<file path="config.mk">
export PLATFORM = sky130hd
export DESIGN_NAME = binary_command_frame_controller_core
export DESIGN_NICKNAME = d
export VERILOG_FILES = /design/src/sv/bcfc_pkg.sv /design/src/sv/bcfc_frame_parser.sv /design/src/sv/bcfc_cmd_queue.sv /design/src/sv/bcfc_executor.sv /design/src/sv/binary_command_frame_controller_core.sv
export SDC_FILE = /design/constraint.sdc
export NUM_CORES = 1
export LEC_CHECK = 0
export CAP_MARGIN = 10
export CORE_ASPECT_RATIO = 1.4
export CORE_MARGIN = 4
export CORE_UTILIZATION = 35
export CTS_CLUSTER_DIAMETER = 60
export DETAILED_ROUTE_END_ITERATION = 16
export DONT_BUFFER_PORTS = 1
export PLACE_DENSITY = 0.53
export SETUP_SLACK_MARGIN = 0.3
export SLEW_MARGIN = 20
export SYNTH_ARGS = -nofsm -noshare
export SYNTH_HDL_FRONTEND = slang
export SYNTH_SLANG_ARGS = --single-unit
export TNS_END_PERCENT = 50
</file>
<file path="constraint.sdc">
create_clock -name clock -period 5.9 [get_ports clock]
set_input_delay 0.59 -clock clock [delete_from_list [all_inputs] [get_ports clock]]
set_output_delay 0.59 -clock clock [all_outputs]
set_load 0.02 [all_outputs]
</file>
<file path="src/sv/bcfc_pkg.sv">
package bcfc_pkg;

   localparam logic [7:0] START_BYTE       = 8'hAA;
   localparam logic [7:0] STATUS_RESP_BYTE = 8'h80;
   localparam logic [7:0] STATUS_PAD_BYTE  = 8'h00;
   localparam logic [7:0] CMD_TOGGLE_A     = 8'h01;
   localparam logic [7:0] CMD_TOGGLE_B     = 8'h02;
   localparam logic [7:0] CMD_TOGGLE_C     = 8'h03;
   localparam logic [7:0] CMD_BLINK_FAST   = 8'h04;
   localparam logic [7:0] CMD_BRIGHTNESS   = 8'h05;
   localparam logic [7:0] CMD_STATUS       = 8'h06;

   localparam int VALUE_W = 12;
   localparam int DUTY_W  = 13;
   localparam logic [VALUE_W-1:0] MAX_VALUE = 12'd4095;

   localparam int QUEUE_DEPTH = 4;
   localparam int QUEUE_PTR_W = $clog2(QUEUE_DEPTH);
   localparam int QUEUE_CNT_W = $clog2(QUEUE_DEPTH + 1);

   localparam int STATUS_BEATS = 5;
   localparam int BEAT_W       = $clog2(STATUS_BEATS);

   typedef enum logic [1:0] {
      LED_OFF        = 2'd0,
      LED_BLINK_SLOW = 2'd1,
      LED_BLINK_FAST = 2'd2,
      LED_SET_BRIGHT = 2'd3
   } led_action_type;

   typedef enum logic [0:0] {
      KIND_LED = 1'b0,
      KIND_TX  = 1'b1
   } result_kind_type;

   typedef enum logic [1:0] {
      CLASS_TOGGLE = 2'd0,
      CLASS_FAST   = 2'd1,
      CLASS_BRIGHT = 2'd2,
      CLASS_STATUS = 2'd3
   } cmd_class_type;

   typedef struct packed {
      cmd_class_type       cls;
      logic [DUTY_W-1:0]   duty;
   } cmd_entry_type;

   typedef struct packed {
      logic          push;
      cmd_entry_type entry;
   } push_type;

   typedef struct packed {
      logic full;
      logic not_empty;
   } queue_status_type;

endpackage

</file>
<file path="src/sv/bcfc_frame_parser.sv">
module bcfc_frame_parser import bcfc_pkg::*; (
   input  logic             clock,
   input  logic             reset,
   input  logic             req_valid,
   output logic             req_ready,
   input  logic [7:0]       req_rx_byte,
   input  queue_status_type qstat,
   output push_type         push_out
);

   typedef enum logic [2:0] {
      PH_HUNT  = 3'd0,
      PH_CMD   = 3'd1,
      PH_VLO   = 3'd2,
      PH_VHI   = 3'd3,
      PH_CHECK = 3'd4
   } phase_type;

   phase_type          phase_ff, phase_in;
   logic [7:0]         cmd_ff, cmd_in;
   logic [7:0]         vlo_ff, vlo_in;
   logic [7:0]         vhi_ff, vhi_in;
   logic               accept;
   logic [7:0]         chk;
   logic               known;
   cmd_class_type      cls;
   logic [VALUE_W-1:0] value12;
   logic [DUTY_W-1:0]  duty;

   assign req_ready = !qstat.full;
   assign accept    = req_valid && req_ready;
   assign chk       = START_BYTE ^ cmd_ff ^ vlo_ff ^ vhi_ff;
   assign value12   = {vhi_ff[3:0], vlo_ff};
   assign duty      = {value12, (value12 == MAX_VALUE)};

   always_comb begin
      known = 1'b1;
      cls   = CLASS_TOGGLE;
      case (cmd_ff) inside
         [CMD_TOGGLE_A:CMD_TOGGLE_C]: cls = CLASS_TOGGLE;
         CMD_BLINK_FAST: cls = CLASS_FAST;
         CMD_BRIGHTNESS: begin
            cls   = CLASS_BRIGHT;
            known = (vhi_ff[7:4] == 4'd0);
         end
         CMD_STATUS: cls = CLASS_STATUS;
         default: known = 1'b0;
      endcase
   end

   always_comb begin
      phase_in            = phase_ff;
      cmd_in              = cmd_ff;
      vlo_in              = vlo_ff;
      vhi_in              = vhi_ff;
      push_out.push       = 1'b0;
      push_out.entry.cls  = cls;
      push_out.entry.duty = duty;
      if (accept) begin
         case (phase_ff)
            PH_HUNT: phase_in = (req_rx_byte == START_BYTE) ? PH_CMD : PH_HUNT;
            PH_CMD: begin
               cmd_in   = req_rx_byte;
               phase_in = PH_VLO;
            end
            PH_VLO: begin
               vlo_in   = req_rx_byte;
               phase_in = PH_VHI;
            end
            PH_VHI: begin
               vhi_in   = req_rx_byte;
               phase_in = PH_CHECK;
            end
            PH_CHECK: begin
               push_out.push = (chk == req_rx_byte) && known;
               phase_in      = PH_HUNT;
            end
            default: phase_in = PH_HUNT;
         endcase
      end
   end

   always_ff @(posedge clock) begin
      if (reset) begin
         phase_ff <= PH_HUNT;
         cmd_ff   <= 8'd0;
         vlo_ff   <= 8'd0;
         vhi_ff   <= 8'd0;
      end else begin
         phase_ff <= phase_in;
         cmd_ff   <= cmd_in;
         vlo_ff   <= vlo_in;
         vhi_ff   <= vhi_in;
      end
   end

endmodule

</file>
<file path="src/sv/bcfc_cmd_queue.sv">
module bcfc_cmd_queue import bcfc_pkg::*; (
   input  logic             clock,
   input  logic             reset,
   input  push_type         push_in,
   input  logic             pop,
   output cmd_entry_type    head,
   output queue_status_type qstat
);

   cmd_entry_type          entries_ff [QUEUE_DEPTH];
   logic [QUEUE_PTR_W-1:0] wr_ptr_ff, wr_ptr_in;
   logic [QUEUE_PTR_W-1:0] rd_ptr_ff, rd_ptr_in;
   logic [QUEUE_CNT_W-1:0] count_ff, count_in;
   logic                   do_push;
   logic                   do_pop;

   assign qstat.full      = (count_ff == QUEUE_CNT_W'(QUEUE_DEPTH));
   assign qstat.not_empty = (count_ff != '0);
   assign do_push         = push_in.push && !qstat.full;
   assign do_pop          = pop && qstat.not_empty;
   assign head            = entries_ff[rd_ptr_ff];

   always_comb begin
      wr_ptr_in = wr_ptr_ff;
      rd_ptr_in = rd_ptr_ff;
      count_in  = count_ff;
      if (do_push) begin
         wr_ptr_in = (wr_ptr_ff == QUEUE_PTR_W'(QUEUE_DEPTH - 1)) ? '0 : wr_ptr_ff + 1'b1;
      end
      if (do_pop) begin
         rd_ptr_in = (rd_ptr_ff == QUEUE_PTR_W'(QUEUE_DEPTH - 1)) ? '0 : rd_ptr_ff + 1'b1;
      end
      case ({do_push, do_pop})
         2'b10:   count_in = count_ff + 1'b1;
         2'b01:   count_in = count_ff - 1'b1;
         default: count_in = count_ff;
      endcase
   end

   always_ff @(posedge clock) begin
      if (reset) begin
         wr_ptr_ff <= '0;
         rd_ptr_ff <= '0;
         count_ff  <= '0;
      end else begin
         wr_ptr_ff <= wr_ptr_in;
         rd_ptr_ff <= rd_ptr_in;
         count_ff  <= count_in;
      end
   end

   always_ff @(posedge clock) begin
      if (do_push) begin
         entries_ff[wr_ptr_ff] <= push_in.entry;
      end
   end

endmodule

</file>
<file path="src/sv/bcfc_executor.sv">
module bcfc_executor import bcfc_pkg::*; (
   input  logic              clock,
   input  logic              reset,
   input  cmd_entry_type     head,
   input  queue_status_type  qstat,
   output logic              pop,
   output logic              rsp_valid,
   input  logic              rsp_ready,
   output logic              rsp_kind,
   output logic [1:0]        rsp_led_action,
   output logic [DUTY_W-1:0] rsp_duty,
   output logic [7:0]        rsp_tx_byte,
   output logic              rsp_last
);

   logic              active_ff, active_in;
   logic [BEAT_W-1:0] beat_ff, beat_in;
   logic              valid_ff, valid_in;
   result_kind_type   kind_ff, kind_in;
   led_action_type    action_ff, action_in;
   logic [DUTY_W-1:0] duty_ff, duty_in;
   logic [7:0]        tx_ff, tx_in;
   logic              last_ff, last_in;
   logic              load_ok;
   logic              load;
   logic [7:0]        active_byte;

   assign load_ok     = !valid_ff || rsp_ready;
   assign active_byte = {7'd0, active_ff};

   always_comb begin
      active_in = active_ff;
      beat_in   = beat_ff;
      valid_in  = valid_ff && !rsp_ready;
      kind_in   = kind_ff;
      action_in = action_ff;
      duty_in   = duty_ff;
      tx_in     = tx_ff;
      last_in   = last_ff;
      pop       = 1'b0;
      load      = 1'b0;
      if (qstat.not_empty && load_ok) begin
         kind_in   = KIND_LED;
         action_in = LED_OFF;
         duty_in   = '0;
         tx_in     = 8'd0;
         last_in   = 1'b1;
         case (head.cls)
            CLASS_TOGGLE: begin
               load      = 1'b1;
               pop       = 1'b1;
               action_in = active_ff ? LED_OFF : LED_BLINK_SLOW;
               active_in = !active_ff;
            end
            CLASS_FAST: begin
               load      = active_ff;
               pop       = 1'b1;
               action_in = LED_BLINK_FAST;
            end
            CLASS_BRIGHT: begin
               load      = active_ff;
               pop       = 1'b1;
               action_in = LED_SET_BRIGHT;
               duty_in   = head.duty;
            end
            CLASS_STATUS: begin
               load    = 1'b1;
               kind_in = KIND_TX;
               last_in = (beat_ff == BEAT_W'(STATUS_BEATS - 1));
               case (beat_ff)
                  BEAT_W'(0): tx_in = START_BYTE;
                  BEAT_W'(1): tx_in = STATUS_RESP_BYTE;
                  BEAT_W'(2): tx_in = active_byte;
                  BEAT_W'(3): tx_in = STATUS_PAD_BYTE;
                  default:    tx_in = START_BYTE ^ STATUS_RESP_BYTE ^ active_byte;
               endcase
               if (last_in) begin
                  pop     = 1'b1;
                  beat_in = '0;
               end else begin
                  beat_in = beat_ff + 1'b1;
               end
            end
            default: pop = 1'b1;
         endcase
         if (load) begin
            valid_in = 1'b1;
         end
      end
   end

   always_ff @(posedge clock) begin
      if (reset) begin
         active_ff <= 1'b0;
         beat_ff   <= '0;
         valid_ff  <= 1'b0;
      end else begin
         active_ff <= active_in;
         beat_ff   <= beat_in;
         valid_ff  <= valid_in;
      end
   end

   always_ff @(posedge clock) begin
      if (load) begin
         kind_ff   <= kind_in;
         action_ff <= action_in;
         duty_ff   <= duty_in;
         tx_ff     <= tx_in;
         last_ff   <= last_in;
      end
   end

   assign rsp_valid      = valid_ff;
   assign rsp_kind       = kind_ff;
   assign rsp_led_action = action_ff;
   assign rsp_duty       = duty_ff;
   assign rsp_tx_byte    = tx_ff;
   assign rsp_last       = last_ff;

endmodule

</file>
<file path="src/sv/binary_command_frame_controller_core.sv">
// A valid frame's command enters the queue as its check byte is accepted, and its result
// is then registered at the output. Throughput: one input byte per cycle; the executor
// issues one result per cycle while rsp_ready is high, so a status command occupies it
// for five beats while the four-entry queue absorbs input. Input is held off whenever
// the command queue is full. Reset is synchronous and active high; it returns to hunting
// for the start byte with the system off and the queue and output register empty.
module binary_command_frame_controller_core import bcfc_pkg::*; (
   input  logic              clock,
   input  logic              reset,
   input  logic              req_valid,
   output logic              req_ready,
   input  logic [7:0]        req_rx_byte,
   output logic              rsp_valid,
   input  logic              rsp_ready,
   output logic              rsp_kind,
   output logic [1:0]        rsp_led_action,
   output logic [DUTY_W-1:0] rsp_duty,
   output logic [7:0]        rsp_tx_byte,
   output logic              rsp_last
);

   push_type         push_bus;
   queue_status_type qstat;
   cmd_entry_type    head;
   logic             pop;

   bcfc_frame_parser u_parser (
      .clock       (clock),
      .reset       (reset),
      .req_valid   (req_valid),
      .req_ready   (req_ready),
      .req_rx_byte (req_rx_byte),
      .qstat       (qstat),
      .push_out    (push_bus)
   );

   bcfc_cmd_queue u_queue (
      .clock   (clock),
      .reset   (reset),
      .push_in (push_bus),
      .pop     (pop),
      .head    (head),
      .qstat   (qstat)
   );

   bcfc_executor u_exec (
      .clock          (clock),
      .reset          (reset),
      .head           (head),
      .qstat          (qstat),
      .pop            (pop),
      .rsp_valid      (rsp_valid),
      .rsp_ready      (rsp_ready),
      .rsp_kind       (rsp_kind),
      .rsp_led_action (rsp_led_action),
      .rsp_duty       (rsp_duty),
      .rsp_tx_byte    (rsp_tx_byte),
      .rsp_last       (rsp_last)
   );

endmodule

</file>
; Word-level counts from Yosys, hierarchy flattened
; Memory sizes are Yosys's and may differ from the RTL's. A register that Yosys moved wholly into a read port is not among the register bits.
; Cells that the tools add are included.
[word_totals]
reg_bits = 64
mem_bits_rw = 60
in_bits = 12
out_inout_bits = 27
word_cells = 107
n_memories = 1
[memory_table]
columns = memory, words, word_bits, read_ports, rd_clocked_by_memory_dff, wr, line_no
row1 = u_queue.entries_ff, 4, 15, 1, 1, 1, bcfc_cmd_queue.sv:10  ; cmd_entry_type entries_ff [QUEUE_DEPTH];
[op_classes]
add_sub_neg = 5
n_lt_le_gt_ge = 2
n_eq_ne = 22
mux = 32
bitwise = 3
n_reduce_logical = 27
[op_table]
columns = op, n
row1 = $pmux 8 s4, 1
row2 = $eq 8x3->1 const B, 3
row3 = $mux 1, 17
row4 = $mux 2, 8
row5 = $xor 8x8->8, 2
row6 = $eq 12x12->1 const B, 1
row7 = $eq 3x2->1 const B, 4
row8 = $pmux 3 s4, 1
row9 = $reduce_and 2->1, 6
row10 = $eq 2x2->1 const B, 5
row11 = $eq 3x3->1 const B, 3
row12 = $eq 8x8->1, 1
row13 = $eq 8x8->1 const B, 1
row14 = $ge 8x1->1 const B, 1
row15 = $le 8x2->1 const B, 1
row16 = $logic_and 1x1->1, 7
row17 = $add 3x1->3 const B, 2
row18 = $eq 3x1->1 const B, 2
row19 = $logic_not 3->1, 2
row20 = $pmux 2 s3, 1
row21 = $pmux 3 s2, 1
row22 = $add 2x1->2 const B, 2
row23 = $eq 2x1->1 const B, 2
row24 = $logic_not 1->1, 4
row25 = other kinds (11), 13

; Depth between registers and ports, before layout
[logic_depth]
depth_word = 11
ltp_mapped = 12
depth_no_buf = 11

; Hierarchy
; Synthesis repeated with hierarchy kept, for this count alone.
[unflattened]
hier_cells = 368
area_unflattened_um2 = 5156.2
[modules_own_cells]
columns = mod, instances, cells_each, area_per_inst_um2, seq_area_each_um2
row1 = bcfc_cmd_queue, 1, 132, 2657.5, 1981.9
row2 = bcfc_frame_parser, 1, 150, 1383.8, 540.5
row3 = bcfc_executor, 1, 86, 1114.8, 700.7

; Worst setup path before layout
; OpenSTA, ideal clock, no wires.
[synth_timing]
path_kind = reg-to-reg
from = register (tool-made name)
to = register u_queue.count_ff[2]
setup_ns = 0.070
arrival_time_ns = 2.927
required_ns = 5.830
path_slack_ns = 2.903
stages_incl_launch_ff = 11
n_path_buf = 1
period_less_slack_ns = 2.997
path_cell_list = dfxtp_1 -> clkbuf_1 -> mux4_2 -> ha_1 -> a21oi_1 -> ha_1 -> inv_1 -> fa_1 -> xor2_1 -> or3_1 -> a21oi_1
[synth_rtl]
columns = item, line_no
row1 = end signal: assignment, bcfc_cmd_queue.sv:48  ; count_ff <= count_in;
row2 = end: declaration, bcfc_cmd_queue.sv:13  ; logic [QUEUE_CNT_W-1:0] count_ff, count_in;

==> metrics.md <==
| Metric | Value |
|---|---|
| Fin worst setup slack | `2.60 ns` |
| Routed WL | `9290 um` |
| Ant diodes | `0` |
| Final setup skew | `0.00813 ns` |
| Post-route antenna net violation count | `0` |
| Synth cell types | `44` |
| Number of synthesized flops with an enable pin | `80` |
| Via count | `2727` |
| Residual DRC count | `0` |
| Number of global-route vias before repair | `2803` |
| CTS tree | `built` |
| Synth warn | `0` |
| Synth Instances | `359` |
| Mapped Avg Cell Area | `14.2 um^2` |
| Inst Count DP | `535` |
| Slew margin rel. | `0.435` |
| Core area | `14400 um^2` |
| PwrDens | `322 nW/um^2` |
| Period utilization | `0.559` |
| Die Height | `151 um` |
| Startpoint types | `flop` |
| Die Area | `16600 um^2` |
| Worst Tran Pin Value | `0.847 ns` |
| Post-CTS sizing | `0` |
| Status | `finished, final reports clean` |
| Dpl ws | `2.14 ns` |
| Clock-pin slew on the worst setup and hold paths | `0.05 ns` |
| Drt first pass iters | `4` |
| Crit Path Class | `reg -> reg` |
| Detail-routed net length per standard cell | `16.4 um` |
| Gr ovfl total | `0` |
| WP data arrival | `3.63 ns` |
| Fraction of power consumed by sequential logic | `0.476` |
| Drt initial violations | `129` |
| Largest net degree at the start of global routing | `42` |
| Post-route insts no fill | `567` |
| Post-DP Area | `5280 um^2` |
| First-pass GRT wire length | `15100 um` |
| Row count | `52` |
| I/O Buffers | `0` |
| Worst-Skew Late Latency | `0.40 ns` |
| Worst hold path type | `in -> reg` |
| Commonest non-fill, non-tap cell in the layout | `edfxtp_1` |
| LEAKAGE | `2.07 nW` |
| Fin. Hold Viols | `0` |
| Fmax | `0.303 GHz` |
| CP Max Fanout | `15` |
| Setup Viol. Count Final | `0` |
| P_int | `1.52 mW` |
| Synth Register Bits | `121` |
| Worst setup EP type | `flop` |
| Post-CTS setup repair buffer count | `0` |
| Slew Limit Fails | `0` |
| DP HPWL | `6320 um` |
| Hold Buf Count CTS | `0` |
| Post-Route Utilization | `0.406` |
| Combinational power share | `0.008` |
| DR vias/cell | `4.81` |
| Synth Flop Type | `edfxtp_1` |
| Total track usage | `0.123` |
| Sw frac | `0.192` |
| RSZ-0062 raised after global routing | `false` |
| Initial core utilization | `0.355` |
| Num CTS Buffers | `17` |
| Hold WS | `0.256 ns` |
| Gp weighted congestion | `0.758` |
| Initial antenna violation count | `0` |
| Min Clock Period, post-route | `3.30 ns` |
| Most frequent cells in the layout | `edfxtp_1 (80), nor2_1 (41), dfxtp_1 (40), mux2i_1 (28)` |
| Die width | `110 um` |
| Max_cap viols | `0` |
| Post-Syn Area | `5110 um^2` |
| NumNets Final | `390` |
| Layout area overhead | `14.3%` |
| Clk buf depth | `2` |
| Root Buffer | `clkbuf_16` |
| Async set-reset flop share out of synthesis | `0` |
| Psw | `361 uW` |
| Number of H-tree levels | `4` |
| Final Power | `1.88 mW` |
| Worst EP required | `6.23 ns` |
| Sequential cell area fraction in the yosys report | `0.631` |
| Share of cells above drive strength 1 | `0.143` |
| Final instance area | `5840 um^2` |
| VDD IR max | `0.000150 V` |
| Total negative slack | `0 ns` |
| Sink Count | `121` |
| Top-level I/O count | `39` |
| Power share of the clock group | `0.517` |
| Worst R2R Setup Slack | `2.60 ns` |
## synth_stat cells (5+ instances only)
| cell | n | area [um^2] |
|---|---|---|
| dfxtp_1 | 41 | 821 |
| xor2_1 | 10 | 87.6 |
| nand2_1 | 9 | 33.8 |
| and2_1 | 17 | 106 |
| nor3_1 | 5 | 25.0 |
| clkbuf_1 | 8 | 30.0 |
| nor3b_1 | 5 | 37.5 |
| mux4_2 | 15 | 338 |
| nor2_1 | 41 | 154 |
| inv_1 | 14 | 52.6 |
| buf_4 | 6 | 45.0 |
| ha_1 | 12 | 150 |
| xnor2_1 | 17 | 149 |
| a21oi_1 | 9 | 45.0 |
| edfxtp_1 | 80 | 2400 |
| mux2i_1 | 28 | 280 |
| nand4_1 | 5 | 31.3 |
## kinds of logic after synthesis
kind of cell | Yosys count | synth area share
AO/OA/AOI/OAI | 20 | 0.0262
multiplexers | 44 | 0.123
other | 1 | 0.000734
XOR/XNOR | 28 | 0.0495
AND/OR/NAND/NOR | 101 | 0.108
flip-flops | 121 | 0.631
buffers and inverters | 31 | 0.0279
adder cells (fa/ha/maj) | 13 | 0.0333
## worst max-delay path, cell delays in order (launching register included)
cell and delay [ns]:
dfxtp_2 0.68, mux4_2 0.61, ha_1 0.31, a21oi_1 0.33
ha_1 0.26, inv_1 0.07, fa_1 0.37, xor2_1 0.16
or3_1 0.30, a21oi_1 0.14
## registers in the layout, indices dropped and copies added (netlist names), named ones only
signal                 cells
u_queue.entries_ff        60
u_exec.rsp_duty           13
u_parser.cmd_ff            8
u_parser.vhi_ff            8
u_parser.vlo_ff            8
u_exec.beat_ff             3
u_exec.rsp_tx_byte         3
u_parser.phase_ff          3
u_queue.count_ff           3
u_exec.rsp_led_action      2
u_queue.rd_ptr_ff          2
u_queue.wr_ptr_ff          2
u_exec.active_ff           1
u_exec.rsp_kind            1
u_exec.rsp_last            1
u_exec.rsp_valid           1
## power groups by stage
stage,sequential [mW],clock [mW],combinational (mW)
after CTS,0.893,0.996,0.0145
after floorplan,0.911,0,0.0177
after global placement,0.911,0,0.0144
after detailed placement,0.911,0,0.0144
after global routing,0.893,1.04,0.0158
final,0.894,0.971,0.0145
## cell type report
type	count	area, um^2
Clock buffer	20	437
Fill cell	1351	8540
Tap cell	189	236
Multi-Input combinational cell	209	1750
Inverter	14	52.6
Clock inverter	12	126
Sequential cell	121	3220
Timing Repair Buffer	2	15.0
## final timing paths
check,start,endpoint,cells past startpoint
max reg2reg,flop,u_queue.count_ff[2],9
max,flop,u_queue.count_ff[2],9
min reg2reg,u_queue.count_ff[2],u_queue.count_ff[2],2
min,reset,u_exec.beat_ff[2],1
## layer usage
metal / part of all wire / up-vias / global-route usage
li1: - / 1306 / -
met1: 0.41 / 1355 / 0.143
met2: 0.53 / 49 / 0.201
met3: 0.036 / 17 / 0.0431
met4: 0.025 / 0 / 0.0548
met5: 0 / - / 0
Note: power is estimated with default switching activity, not from simulation.
